## src/sv/assert_macros.svh

```systemverilog
// ----------------------------------------------------------------------------
// assert_macros.svh
// clocked assertion helpers shared by the classifier modules
// ----------------------------------------------------------------------------
`ifndef ASSERT_MACROS_SVH
`define ASSERT_MACROS_SVH

// property must hold at every clock edge outside reset
`define PCC_ASSERT(label, prop, msg) \
  label: assert property (@(posedge clk_i) disable iff (!rst_ni) prop) \
    else $error(msg);

// condition must never be seen outside reset
`define PCC_ASSERT_NEVER(label, cond, msg) \
  label: assert property (@(posedge clk_i) disable iff (!rst_ni) !(cond)) \
    else $error(msg);

`endif

```

## src/sv/pcc_pkg.sv

```systemverilog
// ----------------------------------------------------------------------------
// pcc_pkg
// shared types, constants and helpers of the polygon convexity classifier
// ----------------------------------------------------------------------------
`timescale 1ns / 1ps

package pcc_pkg;

  // port field widths
  localparam int unsigned VX_WIDTH    = 16;
  localparam int unsigned CLASS_WIDTH = 3;

  // coordinate width used for the geometry, equal to the port field width
  localparam int unsigned COORD_BITS  = 16;
  localparam int unsigned DIFF_W      = COORD_BITS + 1;
  localparam int unsigned PROD_W      = 2 * DIFF_W;
  localparam int unsigned CROSS_W     = PROD_W + 1;

  // at most three triples are checked for one vertex (own plus two closing)
  localparam int unsigned NUM_TRIPLES = 3;

  typedef logic signed [1:0] sign_t;
  localparam sign_t SIGN_NEG  = 2'sb11;
  localparam sign_t SIGN_ZERO = 2'sb00;
  localparam sign_t SIGN_POS  = 2'sb01;

  localparam logic [1:0] DCHG_MAX = 2'd3;
  localparam logic [1:0] DCHG_LIM = 2'd2;

  typedef enum logic [1:0] {
    SEEN_NONE = 2'd0,
    SEEN_ONE  = 2'd1,
    SEEN_MANY = 2'd2
  } seen_e;

  typedef enum logic [CLASS_WIDTH-1:0] {
    CLS_NOT_CONVEX       = 3'd0,
    CLS_NOT_CONVEX_DEGEN = 3'd1,
    CLS_CONVEX_DEGEN     = 3'd2,
    CLS_CONVEX_CCW       = 3'd3,
    CLS_CONVEX_CW        = 3'd4
  } shape_class_e;

  typedef logic signed [VX_WIDTH-1:0]   field_t;
  typedef logic signed [COORD_BITS-1:0] coord_t;
  typedef logic signed [DIFF_W-1:0]     diff_t;
  typedef logic signed [PROD_W-1:0]     prod_t;
  typedef logic signed [CROSS_W-1:0]    cross_t;

  typedef struct packed {
    coord_t x;
    coord_t y;
  } point_t;

  typedef struct packed {
    logic   valid;
    field_t vx;
    field_t vy;
    logic   closing;
  } vtx_reg_t;

  typedef struct packed {
    logic   vld;
    point_t p;
    point_t q;
    point_t r;
  } triple_t;

  // tracker to cross-product stage
  typedef struct packed {
    logic                            valid;
    logic                            closing;
    logic                            few;
    logic [1:0]                      dchg;
    triple_t [NUM_TRIPLES-1:0]       trip;
  } stage1_t;

  // cross-product stage to classifier
  typedef struct packed {
    logic                            valid;
    logic                            closing;
    logic                            few;
    logic [1:0]                      dchg;
    logic [NUM_TRIPLES-1:0]          tvld;
    logic [NUM_TRIPLES-1:0][PROD_W-1:0] prod_a;
    logic [NUM_TRIPLES-1:0][PROD_W-1:0] prod_b;
  } stage2_t;

  // lexicographic order of two points, x first then y
  function automatic sign_t lex_cmp(point_t a, point_t b);
    sign_t res;
    if ($signed(a.x) < $signed(b.x)) begin
      res = SIGN_NEG;
    end else if ($signed(a.x) > $signed(b.x)) begin
      res = SIGN_POS;
    end else if ($signed(a.y) < $signed(b.y)) begin
      res = SIGN_NEG;
    end else if ($signed(a.y) > $signed(b.y)) begin
      res = SIGN_POS;
    end else begin
      res = SIGN_ZERO;
    end
    return res;
  endfunction

endpackage

```

## src/sv/pcc_vertex_if.sv

```systemverilog
// ----------------------------------------------------------------------------
// pcc_vertex_if
// vertex channel: valid/ready with x, y and the closing flag
// ----------------------------------------------------------------------------
`timescale 1ns / 1ps

interface pcc_vertex_if;
  import pcc_pkg::*;

  logic                valid;
  logic                ready;
  logic [VX_WIDTH-1:0] vx;
  logic [VX_WIDTH-1:0] vy;
  logic                final_vertex;

  modport source (output valid, output vx, output vy, output final_vertex, input ready);
  modport sink   (input valid, input vx, input vy, input final_vertex, output ready);
endinterface

```

## src/sv/pcc_track.sv

```systemverilog
// ----------------------------------------------------------------------------
// pcc_track
// input register, distinct vertex tracking and direction change counting;
// builds the triples to be checked for each item
// ----------------------------------------------------------------------------
`timescale 1ns / 1ps
`include "assert_macros.svh"

module pcc_track (
  input  logic             clk_i,
  input  logic             rst_ni,
  pcc_vertex_if.sink       vtx_i,
  input  logic             adv_i,
  output pcc_pkg::stage1_t s1_o
);
  import pcc_pkg::*;

  vtx_reg_t in_q;
  point_t   older_q, newer_q, start_q, second_q;
  point_t   older_d, newer_d, start_d, second_d;
  seen_e    seen_q, seen_d;
  sign_t    cur_dir_q, cur_dir_d;
  logic [1:0] dchg_q, dchg_d;
  stage1_t  s1_q, s1_d;

  point_t   pt, o, n, st, sc;
  seen_e    seen;
  sign_t    cd;
  logic [1:0] dc;
  sign_t    cmp_op, cmp_np, cmp_ns, cmp_nsc;
  sign_t    dir [NUM_TRIPLES];
  triple_t [NUM_TRIPLES-1:0] trip;

  assign vtx_i.ready = adv_i;
  assign s1_o        = s1_q;

  always_ff @(posedge clk_i or negedge rst_ni) begin
    if (!rst_ni) begin
      in_q <= '0;
    end else if (adv_i) begin
      in_q.valid   <= vtx_i.valid;
      in_q.vx      <= field_t'(vtx_i.vx);
      in_q.vy      <= field_t'(vtx_i.vy);
      in_q.closing <= vtx_i.final_vertex;
    end
  end

  always_comb begin
    pt.x = coord_t'($unsigned(in_q.vx));
    pt.y = coord_t'($unsigned(in_q.vy));
    o    = older_q;
    n    = newer_q;
    st   = start_q;
    sc   = second_q;
    seen = seen_q;
    cd   = cur_dir_q;
    dc   = dchg_q;
    trip = '0;
    for (int i = 0; i < NUM_TRIPLES; i++) begin
      dir[i] = SIGN_ZERO;
    end

    cmp_op = lex_cmp(older_q, pt);
    cmp_np = lex_cmp(newer_q, pt);

    unique case (seen_q)
      SEEN_NONE: begin
        st   = pt;
        o    = pt;
        seen = SEEN_ONE;
      end
      SEEN_ONE: begin
        if (cmp_op != SIGN_ZERO) begin
          n    = pt;
          sc   = pt;
          cd   = cmp_op;
          seen = SEEN_MANY;
        end
      end
      default: begin
        if (cmp_np != SIGN_ZERO) begin
          trip[0] = '{vld: 1'b1, p: o, q: n, r: pt};
          dir[0]  = cmp_np;
          o       = n;
          n       = pt;
        end
      end
    endcase

    // closing triples back to the first two distinct vertices
    cmp_ns = lex_cmp(n, st);
    if (in_q.closing && seen == SEEN_MANY) begin
      if (cmp_ns != SIGN_ZERO) begin
        trip[1] = '{vld: 1'b1, p: o, q: n, r: st};
        dir[1]  = cmp_ns;
        o       = n;
        n       = st;
      end
    end
    cmp_nsc = lex_cmp(n, sc);
    if (in_q.closing && seen == SEEN_MANY) begin
      trip[2] = '{vld: 1'b1, p: o, q: n, r: sc};
      dir[2]  = cmp_nsc;
    end

    // a reversal of step direction bumps the saturating count
    for (int i = 0; i < NUM_TRIPLES; i++) begin
      if (trip[i].vld) begin
        if (dir[i] == -cd && dc != DCHG_MAX) begin
          dc = dc + 2'd1;
        end
        cd = dir[i];
      end
    end

    s1_d.valid   = in_q.valid;
    s1_d.closing = in_q.closing;
    s1_d.few     = (seen != SEEN_MANY);
    s1_d.dchg    = dc;
    s1_d.trip    = trip;

    if (in_q.closing) begin
      older_d   = '0;
      newer_d   = '0;
      start_d   = '0;
      second_d  = '0;
      seen_d    = SEEN_NONE;
      cur_dir_d = SIGN_ZERO;
      dchg_d    = '0;
    end else begin
      older_d   = o;
      newer_d   = n;
      start_d   = st;
      second_d  = sc;
      seen_d    = seen;
      cur_dir_d = cd;
      dchg_d    = dc;
    end
  end

  always_ff @(posedge clk_i or negedge rst_ni) begin
    if (!rst_ni) begin
      older_q   <= '0;
      newer_q   <= '0;
      start_q   <= '0;
      second_q  <= '0;
      seen_q    <= SEEN_NONE;
      cur_dir_q <= SIGN_ZERO;
      dchg_q    <= '0;
      s1_q      <= '0;
    end else if (adv_i) begin
      if (in_q.valid) begin
        older_q   <= older_d;
        newer_q   <= newer_d;
        start_q   <= start_d;
        second_q  <= second_d;
        seen_q    <= seen_d;
        cur_dir_q <= cur_dir_d;
        dchg_q    <= dchg_d;
      end
      s1_q <= s1_d;
    end
  end

  `PCC_ASSERT(a_state_cleared_after_close, (adv_i && in_q.valid && in_q.closing) |=> (seen_q == SEEN_NONE && dchg_q == 2'd0), "tracker state not cleared after closing vertex")
  `PCC_ASSERT(a_dir_known_when_many, (seen_q == SEEN_MANY) |-> (cur_dir_q != SIGN_ZERO), "no step direction with two distinct vertices")
  `PCC_ASSERT(a_hold_on_stall, !adv_i |=> ($stable(seen_q) && $stable(dchg_q) && $stable(s1_q)), "tracker moved while stalled")

endmodule

```

## src/flat_wrapper.sv

```systemverilog
// flat-port wrapper written by rule: the top's interface ports become plain ports
module pcc_track_flat import pcc_pkg::*;
  (clk_i, rst_ni, adv_i, s1_o, vtx_i_valid, vtx_i_vx, vtx_i_vy, vtx_i_final_vertex, vtx_i_ready);
  pcc_vertex_if vtx_i_i ();
  input  logic clk_i;
  input  logic rst_ni;
  input  logic adv_i;
  output pcc_pkg::stage1_t s1_o;
  input wire logic [$bits(vtx_i_i.valid)-1:0] vtx_i_valid;
  input wire logic [$bits(vtx_i_i.vx)-1:0] vtx_i_vx;
  input wire logic [$bits(vtx_i_i.vy)-1:0] vtx_i_vy;
  input wire logic [$bits(vtx_i_i.final_vertex)-1:0] vtx_i_final_vertex;
  output wire logic [$bits(vtx_i_i.ready)-1:0] vtx_i_ready;
  assign vtx_i_i.valid = vtx_i_valid;
  assign vtx_i_i.vx = vtx_i_vx;
  assign vtx_i_i.vy = vtx_i_vy;
  assign vtx_i_i.final_vertex = vtx_i_final_vertex;
  assign vtx_i_ready = vtx_i_i.ready;
  pcc_track u_core (.clk_i(clk_i), .rst_ni(rst_ni), .vtx_i(vtx_i_i), .adv_i(adv_i), .s1_o(s1_o));
endmodule
```

## config.mk

```make
export PLATFORM = sky130hd
export DESIGN_NAME = pcc_track_flat
export DESIGN_NICKNAME = d
export VERILOG_FILES = /design/src/sv/pcc_pkg.sv /design/src/sv/pcc_vertex_if.sv /design/src/sv/pcc_track.sv /design/src/flat_wrapper.sv
export VERILOG_INCLUDE_DIRS = /design/src /design/src/sv
export SDC_FILE = /design/constraint.sdc
export NUM_CORES = 1
export LEC_CHECK = 0
export BUFFER_PORTS_ARGS = -buffer_cell sky130_fd_sc_hd__buf_2
export CAP_MARGIN = 20
export CORE_MARGIN = 2
export CORE_UTILIZATION = 40
export DETAILED_ROUTE_END_ITERATION = 8
export GPL_TIMING_DRIVEN = 0
export SLEW_MARGIN = 20
export SYNTH_ARGS = -nofsm -noshare
export SYNTH_HDL_FRONTEND = slang
export SYNTH_SLANG_ARGS = --single-unit
```

## constraint.sdc

```tcl
create_clock -name clk_i -period 7.1 [get_ports clk_i]
set_input_delay 0.355 -clock clk_i [delete_from_list [all_inputs] [get_ports clk_i]]
set_output_delay 0.355 -clock clk_i [all_outputs]
set_load 0.01 [all_outputs]
```

==> impl_metrics.ini <==
[placement]
gp_congestion = 0.949
dp_hpwl_mm = 69.0
port_buffers = 332
dp_cells = 3316
dp_slack_ns = -2.76

[logic_synthesis]
ys_seq_area_frac = 0.508
ys_seq_elements = 464
yosys.area.top_type_share = 0.508
synthMuxAreaShare = 0.0633
ys.flop_type = dfrtp_1
syn-cell-area_um2 = 22800
syn_area_per_cell_um2 = 10.3
synth_top_family_by_area = compound AO/OA/AOI/OAI gates
synth_compound_area_frac = 0.215
synth-async-reset-ratio = 1.00
synthTopCellsByCount = dfrtp_1 (464), nand2_1 (276), nor2_1 (175), a21oi_1 (168), o2bb2ai_1 (165)
synth-edff-count = 0
ys_warn_count = 0
synth-simple-area-share = 0.0996
synthTopCellsByArea = dfrtp_1 (51%), ha_1 (7.2%), o2bb2ai_1 (6.3%)
synth_area_leader_cell = dfrtp_1
synth_xor_area_frac = 0.00186
yosysMostFrequentCell = dfrtp_1
synth_fa_ha_area_frac = 0.0718
synth_nets = 2391
ys_types = 71
postSynthCellCount = 2223

[run]
cap_violations = 0

[power]
power.share.combinational = 0.497
power_density_nw_per_um2 = 455
ir_drop_uv = 217
pwr-share-clk = 0.206
seqPwrFrac = 0.297
p_sw_frac = 0.438
p_leak_nw = 14.1
switching_power_w = 0.00591
internal_power_w = 0.00757

[sta]
post-route-period-util = 1.03
worst_pin_slew_ns = 1.19
grt_setup_unrepaired = yes
drv_slew = 0
min_period_ns = 7.34
finalHoldViolations = 0
setup_violations = 3
final.setup_skew_ns = 0.0286
setup_ws_ns = -0.243
slew_headroom = 0.203
fmax_mhz = 136

[worst_setup_path]
cp_data_required_time_ns = 7.57
ff2ff_path_depth = 35
rr_startpoint = u_core.in_q[31]$_DFFE_PN0P_
crit_type = flop to flop
endpoint_kind = flop
cpMaxStageDelayCell = dfrtp_1
worstSetupStartpointType = flop
cpPeakStageDelay_ns = 0.39
reg2reg_slack_ns = -0.24
r2r-end = u_core.dchg_q[1]$_DFFE_PN0P_
crit_arrival_ns = 7.81
crit_fanout = 10

[detailed_routing]
wirelength_mm = 92.5
num_vias = 20462
drc_errors = 0
ant_nets = 0
drtIter0Drc = 2129
wire_per_inst_um = 26.2
routed_via_density = 5.79
firstDrtPassIters = 6

[clock_network]
clk_path_buf_depth = 3
root_buffer = clkbuf_16
cts_tree = built
clkLatencyLatePin_ns = 0.61
cts.sinks = 464
htreeDepth = 2
path_clk_slew_ns = 0.07
numCtsBuffers = 50

[die]
start_util = 0.405
die_w_um = 243
die_area_um2 = 59000
io_pins = 334
fp-row-count = 87
core-area_um2 = 56400
die_h_um = 243

[global_route]
grt_pass1_wl_mm = 135
antenna_found_initial = 0
grt.total_usage = 0.308
grt_pass1_vias = 20567
grt_max_degree = 103
overflow = 0

[worst_hold_path]
min_from = vtx_i_vx[1]
min_to = u_core.in_q[18]$_DFFE_PN0P_
worstHoldPathCells = 3
hp-class = primary input to flop

[layout]
layout.nets = 2905
area_growth_pct = 29.6
n_antenna_cell = 0
layout-drive-gt1-share = 0.264
stdcell_count = 3533

[status]
outcome = complete, but fails checks
violations = setup timing
## cell type report
class | instances | area, um2
buffer | 159 | 769
inverter | 78 | 327
clock inverter | 23 | 303
fill | 5167 | 26800
sequential | 464 | 11600
multi-input combinational | 1522 | 11300
timing repair buffer | 462 | 2880
tap | 756 | 946
clock buffer | 69 | 1420
## metrics by stage
step	instance area [um2]	power (W)	TNS [ns]	utilization	hold WS, ns
floorplan	22800	0.00706	0	-	0.0594
global placement	25400	0.00912	-1673.02	0.451	0.459
detailed placement	25600	0.00923	-15.76	0.454	0.275
CTS	29400	0.0132	-0.203	0.522	0.00113
global route	29600	0.0141	-1.54	0.525	0.00664
finish	29600	0.0135	-0.671	0.525	0.0200
## cells in the final DEF, fill, tap and decap left out, types with 15 or more instances in the layout
cell           count
a211oi_1          30
a21oi_1          135
a21oi_4           25
a22o_1           118
buf_1             15
buf_2            334
buf_4             91
clkbuf_1         137
clkbuf_16         53
dfrtp_1          460
dlygate4sd3_1     31
ha_1             115
ha_4              15
inv_1             45
inv_2             22
mux2_2            40
mux2i_1           70
mux2i_4           17
nand2_1          274
nand4_1           21
nor2_1           171
o21ai_0          148
o2bb2ai_1        164
## flip-flops by register name, summed over array words and instances, names as in the netlist
register	flops
u_core.s1_o	296
u_core.in_q	34
u_core.newer_q	32
u_core.older_q	32
u_core.second_q	32
u_core.start_q	32
u_core.cur_dir_q	2
u_core.dchg_q	2
u_core.seen_q	2
## critical path, delay by kind of cell (launching register included)
family	cells	cell delay, ns
AOI/OAI and AO/OA	14	2.63
and+or+nand+nor	9	1.29
buffers and inverters	6	1.04
adders and majority gates	3	0.95
muxes	3	0.90
DFF	1	0.39
## routing by layer
layer,wire length (um),global-route usage
met5,0,0
met4,3410,0.109
met3,7770,0.0595
met2,41800,0.480
met1,39500,0.428
## kinds of logic after synthesis
logic type	after synthesis
and+or+nand+nor	538
xor gates and xnor gates	4
AOI/OAI and AO/OA	711
muxes	138
buffers and inverters	237
adders and majority gates	131
DFF	464
## power groups by stage
stage	logic (W)	clock network [W]	registers [W]
6_report	0.00669	0.00277	0.00401
5_1_grt	0.00718	0.00290	0.00407
4_1_cts	0.00641	0.00280	0.00398
3_5_place_dp	0.00524	0	0.00399
3_3_place_gp	0.00514	0	0.00398
2_1_floorplan	0.00315	0	0.00391
## timing repair
| item | CTS | global route |
|---|---|---|
| hold buffers | 31 | 0 |
| setup buffers | 79 | 12 |
| endpoints found under the hold margin | 71 | 0 |
| resized for setup | 251 | 20 |
| gates cloned | 4 | 0 |
| endpoints found under the setup margin | 75 | 3 |
| pin swaps | 63 | 11 |
## worst max path at each step
stage / startpoint / cells after the start / end
floorplan: u_core.in_q[32]$_DFFE_PN0P_ / 32 / u_core.dchg_q[1]$_DFFE_PN0P_
global placement: rst_ni / 1 / u_core.s1_o[23]$_DFFE_PN0P_
detailed placement: u_core.in_q[32]$_DFFE_PN0P_ / 32 / u_core.dchg_q[1]$_DFFE_PN0P_
CTS: u_core.in_q[7]$_DFFE_PN0P_ / 33 / u_core.s1_o[292]$_DFFE_PN0P_
global route: u_core.in_q[15]$_DFFE_PN0P_ / 33 / u_core.dchg_q[1]$_DFFE_PN0P_
finish: u_core.in_q[31]$_DFFE_PN0P_ / 35 / u_core.dchg_q[1]$_DFFE_PN0P_
Note: power is estimated with default switching activity, not from simulation.
