`config.mk`:
```
export PLATFORM = sky130hd
export DESIGN_NAME = pcc_classify_flat
export DESIGN_NICKNAME = d
export VERILOG_FILES = /design/src/sv/pcc_pkg.sv /design/src/sv/pcc_class_if.sv /design/src/sv/pcc_classify.sv /design/src/flat_wrapper.sv
export VERILOG_INCLUDE_DIRS = /design/src /design/src/sv
export SDC_FILE = /design/constraint.sdc
export NUM_CORES = 1
export LEC_CHECK = 0
export ABC_AREA = 1
export ABC_CLOCK_PERIOD_IN_PS = 3400
export BUFFER_PORTS_ARGS = -buffer_cell sky130_fd_sc_hd__buf_4
export CORE_UTILIZATION = 45
export DETAILED_ROUTE_END_ITERATION = 10
export PLACE_DENSITY = 0.71
export SYNTH_ARGS = -nofsm -noshare
export SYNTH_HDL_FRONTEND = slang
export SYNTH_SLANG_ARGS = --single-unit
```
`constraint.sdc`:
```
create_clock -name clk_i -period 3.4 [get_ports clk_i]
set_input_delay 0.34 -clock clk_i [delete_from_list [all_inputs] [get_ports clk_i]]
set_output_delay 0.34 -clock clk_i [all_outputs]
set_load 0.02 [all_outputs]
```
`src/sv/assert_macros.svh`:
```
// ----------------------------------------------------------------------------
// assert_macros.svh
// clocked assertion helpers shared by the classifier modules
// ----------------------------------------------------------------------------
`ifndef ASSERT_MACROS_SVH
`define ASSERT_MACROS_SVH

// property must hold at every clock edge outside reset
`define PCC_ASSERT(label, prop, msg) \
  label: assert property (@(posedge clk_i) disable iff (!rst_ni) prop) \
    else $error(msg);

// condition must never be seen outside reset
`define PCC_ASSERT_NEVER(label, cond, msg) \
  label: assert property (@(posedge clk_i) disable iff (!rst_ni) !(cond)) \
    else $error(msg);

`endif

```
`src/sv/pcc_pkg.sv`:
```
// ----------------------------------------------------------------------------
// pcc_pkg
// shared types, constants and helpers of the polygon convexity classifier
// ----------------------------------------------------------------------------
`timescale 1ns / 1ps

package pcc_pkg;

  // port field widths
  localparam int unsigned VX_WIDTH    = 16;
  localparam int unsigned CLASS_WIDTH = 3;

  // coordinate width used for the geometry, equal to the port field width
  localparam int unsigned COORD_BITS  = 16;
  localparam int unsigned DIFF_W      = COORD_BITS + 1;
  localparam int unsigned PROD_W      = 2 * DIFF_W;
  localparam int unsigned CROSS_W     = PROD_W + 1;

  // at most three triples are checked for one vertex (own plus two closing)
  localparam int unsigned NUM_TRIPLES = 3;

  typedef logic signed [1:0] sign_t;
  localparam sign_t SIGN_NEG  = 2'sb11;
  localparam sign_t SIGN_ZERO = 2'sb00;
  localparam sign_t SIGN_POS  = 2'sb01;

  localparam logic [1:0] DCHG_MAX = 2'd3;
  localparam logic [1:0] DCHG_LIM = 2'd2;

  typedef enum logic [1:0] {
    SEEN_NONE = 2'd0,
    SEEN_ONE  = 2'd1,
    SEEN_MANY = 2'd2
  } seen_e;

  typedef enum logic [CLASS_WIDTH-1:0] {
    CLS_NOT_CONVEX       = 3'd0,
    CLS_NOT_CONVEX_DEGEN = 3'd1,
    CLS_CONVEX_DEGEN     = 3'd2,
    CLS_CONVEX_CCW       = 3'd3,
    CLS_CONVEX_CW        = 3'd4
  } shape_class_e;

  typedef logic signed [VX_WIDTH-1:0]   field_t;
  typedef logic signed [COORD_BITS-1:0] coord_t;
  typedef logic signed [DIFF_W-1:0]     diff_t;
  typedef logic signed [PROD_W-1:0]     prod_t;
  typedef logic signed [CROSS_W-1:0]    cross_t;

  typedef struct packed {
    coord_t x;
    coord_t y;
  } point_t;

  typedef struct packed {
    logic   valid;
    field_t vx;
    field_t vy;
    logic   closing;
  } vtx_reg_t;

  typedef struct packed {
    logic   vld;
    point_t p;
    point_t q;
    point_t r;
  } triple_t;

  // tracker to cross-product stage
  typedef struct packed {
    logic                            valid;
    logic                            closing;
    logic                            few;
    logic [1:0]                      dchg;
    triple_t [NUM_TRIPLES-1:0]       trip;
  } stage1_t;

  // cross-product stage to classifier
  typedef struct packed {
    logic                            valid;
    logic                            closing;
    logic                            few;
    logic [1:0]                      dchg;
    logic [NUM_TRIPLES-1:0]          tvld;
    logic [NUM_TRIPLES-1:0][PROD_W-1:0] prod_a;
    logic [NUM_TRIPLES-1:0][PROD_W-1:0] prod_b;
  } stage2_t;

  // lexicographic order of two points, x first then y
  function automatic sign_t lex_cmp(point_t a, point_t b);
    sign_t res;
    if ($signed(a.x) < $signed(b.x)) begin
      res = SIGN_NEG;
    end else if ($signed(a.x) > $signed(b.x)) begin
      res = SIGN_POS;
    end else if ($signed(a.y) < $signed(b.y)) begin
      res = SIGN_NEG;
    end else if ($signed(a.y) > $signed(b.y)) begin
      res = SIGN_POS;
    end else begin
      res = SIGN_ZERO;
    end
    return res;
  endfunction

endpackage

```
`src/sv/pcc_class_if.sv`:
```
// ----------------------------------------------------------------------------
// pcc_class_if
// result channel: valid/ready with the shape class
// ----------------------------------------------------------------------------
`timescale 1ns / 1ps

interface pcc_class_if;
  import pcc_pkg::*;

  logic                   valid;
  logic                   ready;
  logic [CLASS_WIDTH-1:0] shape_class;

  modport source (output valid, output shape_class, input ready);
  modport sink   (input valid, input shape_class, output ready);
endinterface

```
`src/sv/pcc_classify.sv`:
```
// ----------------------------------------------------------------------------
// pcc_classify
// turn sign tracking, concavity latch, class decision and result register
// ----------------------------------------------------------------------------
`timescale 1ns / 1ps
`include "assert_macros.svh"

module pcc_classify (
  input  logic             clk_i,
  input  logic             rst_ni,
  input  pcc_pkg::stage2_t s2_i,
  pcc_class_if.source      cls_o,
  output logic             adv_o
);
  import pcc_pkg::*;

  sign_t        turn_q, turn_d;
  logic         concave_q, concave_d;
  logic         out_valid_q;
  shape_class_e shape_q, shape_d;
  cross_t       v [NUM_TRIPLES];
  sign_t        s [NUM_TRIPLES];
  sign_t        ts;
  logic         cc;

  assign adv_o             = !out_valid_q || cls_o.ready;
  assign cls_o.valid       = out_valid_q;
  assign cls_o.shape_class = shape_q;

  always_comb begin
    ts = turn_q;
    cc = concave_q;
    for (int i = 0; i < NUM_TRIPLES; i++) begin
      v[i] = CROSS_W'($signed(s2_i.prod_a[i])) - CROSS_W'($signed(s2_i.prod_b[i]));
      s[i] = v[i][CROSS_W-1] ? SIGN_NEG : ((v[i] != '0) ? SIGN_POS : SIGN_ZERO);
      // a turn against the remembered sign latches not-convex
      if (s2_i.tvld[i] && s[i] != SIGN_ZERO) begin
        if (ts == -s[i]) begin
          cc = 1'b1;
        end else begin
          ts = s[i];
        end
      end
    end

    priority if (s2_i.few) begin
      shape_d = CLS_CONVEX_DEGEN;
    end else if (cc) begin
      shape_d = CLS_NOT_CONVEX;
    end else if (s2_i.dchg > DCHG_LIM) begin
      shape_d = (ts != SIGN_ZERO) ? CLS_NOT_CONVEX : CLS_NOT_CONVEX_DEGEN;
    end else if (ts == SIGN_POS) begin
      shape_d = CLS_CONVEX_CCW;
    end else if (ts == SIGN_NEG) begin
      shape_d = CLS_CONVEX_CW;
    end else begin
      shape_d = CLS_CONVEX_DEGEN;
    end

    if (s2_i.closing) begin
      turn_d    = SIGN_ZERO;
      concave_d = 1'b0;
    end else begin
      turn_d    = ts;
      concave_d = cc;
    end
  end

  always_ff @(posedge clk_i or negedge rst_ni) begin
    if (!rst_ni) begin
      turn_q      <= SIGN_ZERO;
      concave_q   <= 1'b0;
      out_valid_q <= 1'b0;
    end else if (adv_o) begin
      if (s2_i.valid) begin
        turn_q    <= turn_d;
        concave_q <= concave_d;
      end
      out_valid_q <= s2_i.valid && s2_i.closing;
    end
  end

  always_ff @(posedge clk_i) begin
    if (adv_o) begin
      shape_q <= shape_d;
    end
  end

  `PCC_ASSERT_NEVER(a_concave_needs_turn, concave_q && turn_q == SIGN_ZERO, "concavity latched without a turn sign")
  `PCC_ASSERT(a_result_from_close, $rose(out_valid_q) |-> $past(s2_i.valid && s2_i.closing), "result raised without a closing vertex")

endmodule

```
`src/flat_wrapper.sv`:
```
// flat-port wrapper written by rule: the top's interface ports become plain ports
module pcc_classify_flat import pcc_pkg::*;
  (clk_i, rst_ni, s2_i, adv_o, cls_o_valid, cls_o_shape_class, cls_o_ready);
  pcc_class_if cls_o_i ();
  input  logic clk_i;
  input  logic rst_ni;
  input  pcc_pkg::stage2_t s2_i;
  output logic adv_o;
  output wire logic [$bits(cls_o_i.valid)-1:0] cls_o_valid;
  output wire logic [$bits(cls_o_i.shape_class)-1:0] cls_o_shape_class;
  input wire logic [$bits(cls_o_i.ready)-1:0] cls_o_ready;
  assign cls_o_valid = cls_o_i.valid;
  assign cls_o_shape_class = cls_o_i.shape_class;
  assign cls_o_i.ready = cls_o_ready;
  pcc_classify u_core (.clk_i(clk_i), .rst_ni(rst_ni), .s2_i(s2_i), .cls_o(cls_o_i), .adv_o(adv_o));
endmodule
```
==> results.json, run 1 <==
{
  "outcome": "finished, violations left",
  "violations": "setup timing",
  "clock_skew_ns": 0.001736,
  "ys_types": 37,
  "fin_util": 0.7603,
  "holdPathStages": 3,
  "critPathMaxFanout": 5,
  "period_share": 1.039,
  "core_um2": 17960,
  "area_growth_pct": 65.52,
  "ant_nets": 0,
  "rr_worst_depth": 18,
  "fillers": 1474,
  "final.setup.tns_ns": -0.4090,
  "routedWlPerCell_um": 14.22,
  "clkLatencyLatePin_ns": 0.24,
  "final.min_clock_period_ns": 3.531,
  "layout_commonest_cell": "buf_4",
  "ys_async_sr_fraction": 0.5714,
  "synth_edf_count": 3,
  "port_buffers": 219,
  "start_util": 0.4594,
  "grt_pass1_vias": 10790,
  "cts_inserted_buffers": 3,
  "min_from": "s2_i[211]",
  "ff_latch_area_um2": 190.2,
  "yosys.area.top_type": "nand2_1",
  "track_usage": 0.3071,
  "ir_drop_uv": 136.8,
  "layout.nets": 2431,
  "p_leak_nw": 7.578,
  "final_area_um2": 13660,
  "place_area_um2": 11940,
  "root_buffer": "clkbuf_16",
  "cts_tree": "built",
  "die_w_um": 137.4,
  "crit_start": "s2_i[38]",
  "syn-cell-area_um2": 8252,
  "firstDrtPassIters": 6,
  "critPathArrivalTime_ns": 3.52,
  "reg2reg_to": "u_core.cls_o.shape_class[2]$_SDFFCE_PP0N_",
  "worst_pin_slew_ns": 0.4342,
  "grt_max_degree": 7,
  "synth.top_cells.by_area": "nand2_1 23%, inv_1 16%, ha_1 15%",
  "fmax_mhz": 283.2,
  "timing.final.ws_setup_ns": -0.1312,
  "synth.top_cell.area_share": 0.2338,
  "slew_headroom": 0.7075,
  "multi_input_area_um2": 8218,
  "die_area_um2": 18880,
  "dp_hpwl_um": 25700,
  "antenna_cells": 0,
  "cts.sinks": 7,
  "path_class": "in -> reg",
  "reg2reg_from": "u_core.turn_q[1]$_DFFE_PN0P_",
  "overflow": 0,
  "clk_path_buf_depth": 2,
  "finalWirelength_um": 33300,
  "drv_cap": 0,
  "critPathRequiredTime_ns": 3.39,
  "hp-class": "in -> reg",
  "rrSetupSlack_ns": 1.26,
  "synth_cells": 1642,
  "via_count": 12210,
  "ys.flop_type": "dfrtp_1",
  "grt_pass1_wl_um": 47440,
  "routed_via_density": 5.213,
  "syn_area_per_cell_um2": 5.025,
  "grt_setup_unrepaired": "true",
  "routabilityCongestion": 0.9413,
  "yosys_register_bits": 7,
  "die_y_um": 137.4,
  "syn_nets": 1959,
  "worstSetupEndpointType": "register",
  "grt_antenna_before_repair": 0,
  "htree_levels": 1,
  "worstHoldEndpoint": "u_core.cls_o.valid$_DFFE_PN0N_",
  "final-setup-viol-count": 4,
  "drcViolationCount": 0,
  "yosysWarnings": 0,
  "rows": 49,
  "drive_above_1_share": 0.3781,
  "path_clk_slew_ns": 0.04,
  "layout_common_cells": "457 x buf_4, 403 x nand2_1, 321 x inv_1",
  "drt_iter0_markers": 660,
  "seq_area_frac_synth": 0.02305,
  "hold_viol": 0,
  "power.density_nw_per_um2": 208.5,
  "final_max_slew_viol_count": 0,
  "start_kind": "input pin",
  "top_level_ports": 220
}
## cell usage after synthesis, drive strengths merged (2+ instances only)
master  number
a21o        12
a21oi      103
a31oi       15
and2         3
dfrtp        4
edfxtp       3
ha         102
inv        353
nand2      522
nand3      108
nand3b       9
nand4       28
nor2       203
nor3        27
nor3b        4
nor4         3
o211ai       2
o21a         3
o21ai       64
o21bai      12
o221a        2
o221ai       2
or2          2
xnor2        4
xor2        47
## where the power goes
part | leakage (nW) | internal (mW) | total (mW) | switching, mW
Clock | 0.0409 | 0.155 | 0.208 | 0.0534
Combinational | 7.45 | 1.16 | 2.53 | 1.36
Sequential | 0.0831 | 0.104 | 0.111 | 0.00731
Total | 7.58 | 1.42 | 2.85 | 1.42
## kinds of logic after synthesis
logic type | synth area share
buffers and inverters | 0.1606
flip-flops | 0.02305
adder cells (fa/ha/maj) | 0.1547
XOR/XNOR | 0.05413
AND/OR/NAND/NOR | 0.4599
AO/OA/AOI/OAI | 0.1477
## per-layer routing
metal  routed length, um  global-route usage  part of all wire
met5                   0                   0                 0
met4                1290             0.08791             0.039
met3                1775             0.01288             0.053
met2               16710              0.5745              0.50
met1               13530              0.3757              0.41
## flip-flops by register name (all words and copies together), names as in the netlist
| signal | cells |
|---|---|
| u_core.turn_q | 2 |
| u_core.cls_o.shape_class | 3 |
| u_core.concave_q | 1 |
| u_core.cls_o.valid | 1 |
## worst max-delay path, cell delays in order
cell     delay [ns]
buf_4          0.11
inv_2          0.07
ha_4           0.24
a21oi_4        0.21
nor2_1         0.08
nor2_2         0.19
o21ai_2        0.14
buf_4          0.16
xor2_1         0.15
nor2_1         0.15
nand3_1        0.14
nor3_2         0.25
buf_4          0.15
nand3_1        0.07
nor2_1         0.14
nand2_1        0.06
nand2_1        0.05
inv_1          0.04
nand3_2        0.08
nand2_2        0.05
nand2_2        0.07
nand2_2        0.06
nand2_2        0.07
nand4_1        0.14
nand3_2        0.13
nor2_2         0.04
nor2b_1        0.11
## what timing repair did
item | 4_1_cts | 5_1_grt
gates resized for setup | 68 | 316
pin swaps | 13 | 89
buffers inserted | 2 | 12
hold buffers | 1 | 0
hold endpoints to repair | 4 | 0
setup endpoints to repair | 4 | 6
## through the flow
stage	worst slack, ns	instances	total power, mW	hold slack (ns)
finish	-0.1312	2342	2.848	0.3411
global route	-0.3277	2342	3.091	0.3611
CTS	0.0007740	2331	2.474	0.3390
detailed placement	-0.3884	2324	2.182	0.1462
global placement	-0.3344	2324	2.157	0.1458
floorplan	0.3059	1642	1.274	0.04441
## cell type report
type	count	share of cell area
clock inverters	1	0.0003664
well taps	229	0.02098
multi-input cells	1282	0.6017
clock buffers	3	0.005497
repair buffers	467	0.2600
flip-flops and latches	7	0.01392
inverters	353	0.09756
## worst max path at each step
stage,to,cells after the start
2_1_floorplan,u_core.cls_o.shape_class[1]$_SDFFCE_PP1N_,19
3_3_place_gp,u_core.cls_o.shape_class[1]$_SDFFCE_PP1N_,30
3_5_place_dp,u_core.cls_o.shape_class[1]$_SDFFCE_PP1N_,31
4_1_cts,u_core.cls_o.shape_class[2]$_SDFFCE_PP0N_,33
5_1_grt,u_core.cls_o.shape_class[2]$_SDFFCE_PP0N_,26
6_report,u_core.cls_o.shape_class[2]$_SDFFCE_PP0N_,27
No activity file was read; power rests on OpenSTA's default activity.
==> run 2: changes to the inputs <==
Settings changed: PLACE_DENSITY 0.71 to 0.69.
==> run 2 against run 1 <==
- the run still ends with setup timing left
- clock power about the same
- combinational power down 4%
- global-route usage down 0.67 points
- die area unchanged
- clock skew about the same
- sequential power about the same
- critical endpoint unchanged
- highest routed layer unchanged
==> results.json, run 2 (synthesized netlist as in run 1, its figures left out) <==
{
  "drcViolationCount": 0,
  "htree_levels": 1,
  "p_leak_nw": 7.358,
  "track_usage": 0.3003,
  "top_level_ports": 220,
  "core_um2": 17960,
  "drt_iter0_markers": 677,
  "grt_setup_unrepaired": "true",
  "worst_pin_slew_ns": 0.4910,
  "final-setup-viol-count": 3,
  "ir_drop_uv": 126.1,
  "critPathRequiredTime_ns": 3.39,
  "die_y_um": 137.4,
  "drv_cap": 0,
  "timing.hold.ws_ns": 0.3395,
  "overflow": 0,
  "clk_path_buf_depth": 2,
  "slew_headroom": 0.6692,
  "fmax_mhz": 290.5,
  "slowest_delay_ns": 0.31,
  "path_common_cell": "nand2_1",
  "layout_commonest_cell": "buf_4",
  "cts.sinks": 7,
  "grt_antenna_before_repair": 1,
  "finalWirelength_um": 31550,
  "fillers": 1558,
  "start_kind": "input pin",
  "final.min_clock_period_ns": 3.442,
  "routedWlPerCell_um": 13.60,
  "routed_via_density": 5.140,
  "root_buffer": "clkbuf_16",
  "grt_max_degree": 7,
  "cts_tree": "built",
  "hp-class": "in -> reg",
  "die_w_um": 137.4,
  "power.density_nw_per_um2": 206.9,
  "outcome": "finished, violations left",
  "firstDrtPassIters": 6,
  "path_class": "in -> reg",
  "rows": 49,
  "cp.buffers_inverters": 4,
  "grt_pass1_vias": 10700,
  "start_util": 0.4594,
  "area_growth_pct": 61.08,
  "final.setup.tns_ns": -0.08027,
  "drive_above_1_share": 0.3426,
  "cpLargestDelayFamily": "simple AND/OR/NAND/NOR gates",
  "critPathArrivalTime_ns": 3.43,
  "ant_nets": 0,
  "slowest_stage": "ha_4",
  "timing.final.ws_setup_ns": -0.04247,
  "violations": "setup timing",
  "port_buffers": 219,
  "layout.nets": 2408,
  "clkLatencyLatePin_ns": 0.23,
  "hold_viol": 0,
  "period_share": 1.012,
  "via_count": 11930,
  "die_area_um2": 18880,
  "critPathMaxFanout": 5,
  "path_clk_slew_ns": 0.04,
  "final_max_slew_viol_count": 0,
  "worstSetupEndpointType": "register",
  "cts_inserted_buffers": 3,
  "dp_hpwl_um": 25540,
  "grt_pass1_wl_um": 46420,
  "layout_common_cells": "434 x buf_4, 429 x nand2_1, 330 x inv_1",
  "largest_reg_flops": 3,
  "clock_skew_ns": 0.001467,
  "routabilityCongestion": 0.9622
}
run 2: worst register-to-register path: stages, from the launching register on:
cell and delay (ns):
dfrtp_1 0.37, inv_1 0.13, xor2_1 0.17, nand2_1 0.08, nand2_2 0.06, nand2_2 0.07
nand2_2 0.07, nand2_2 0.06, nand2_2 0.09, nand2_2 0.06, nand3_2 0.10, nand2_2 0.06
nand2_2 0.08, nand2_2 0.06, nand2_2 0.07, nand4_1 0.15, nand3_2 0.14, nor2_2 0.05
nor2b_1 0.12
run 2: metrics by stage:
step / cell area (um^2) / total power, mW / setup WS, ns / utilization / instances
5_1_grt: 13290 / 2.996 / -0.2628 / 0.7398 / 2319
4_1_cts: 12020 / 2.400 / -0.002389 / 0.6690 / 2304
6_report: 13290 / 2.750 / -0.04247 / 0.7399 / 2320
3_3_place_gp: 11750 / 2.125 / -0.3729 / 0.6542 / 2299
3_5_place_dp: 11750 / 2.144 / -0.3898 / 0.6542 / 2299
2_1_floorplan: 8252 / 1.274 / 0.3059 / - / 1642
run 2: final timing paths:
check                                             start                                   endpoint  slack [ns]  cells after the start
setup / recovery                               s2_i[39]  u_core.cls_o.shape_class[2]$_SDFFCE_PP0N_       -0.04                     30
hold / removal                                s2_i[211]             u_core.cls_o.valid$_DFFE_PN0N_        0.34                      3
setup reg to reg           u_core.turn_q[1]$_DFFE_PN0P_  u_core.cls_o.shape_class[2]$_SDFFCE_PP0N_        1.18                     18
hold reg to reg            u_core.concave_q$_DFFE_PN0P_               u_core.concave_q$_DFFE_PN0P_        0.49                      2
max in group asynchronous                        rst_ni               u_core.concave_q$_DFFE_PN0P_        2.84                      2
min in group asynchronous                        rst_ni             u_core.cls_o.valid$_DFFE_PN0N_        0.45                      2
run 2: layer usage:
metal / track usage / vias to the layer above / part of all wire
met5: 0 / - / 0
met4: 0.09035 / 0 / 0.037
met3: 0.01435 / 99 / 0.050
met2: 0.5667 / 469 / 0.51
met1: 0.3612 / 5283 / 0.41
li1: - / 6074 / -
run 2: layout make-up:
type / count / area (um^2) / share of cell area
Multi-Input combinational cell: 1282 / 8019 / 0.6033
Tap cell: 229 / 286.5 / 0.02156
Inverter: 353 / 1335 / 0.1004
Timing Repair Buffer: 444 / 3378 / 0.2542
Sequential cell: 7 / 190.2 / 0.01431
Antenna cell: 1 / 2.502 / 0.0001883
Clock buffer: 3 / 75.07 / 0.005648
Clock inverter: 1 / 5.005 / 0.0003765
run 2: report_power, final:
| part | internal [mW] | switching (mW) |
|---|---|---|
| clock network | 0.155 | 0.0507 |
| logic | 1.13 | 1.30 |
| registers | 0.104 | 0.00885 |
run 2: timing repair:
| item | in CTS | in global routing |
|---|---|---|
| gates resized for setup | 28 | 281 |
| setup buffers | 0 | 15 |
| hold buffers | 1 | 0 |
| endpoints found under the hold margin | 4 | 0 |
| setup endpoints to repair | 4 | 6 |
| pin swaps | 3 | 79 |
| gates cloned | 0 | 0 |
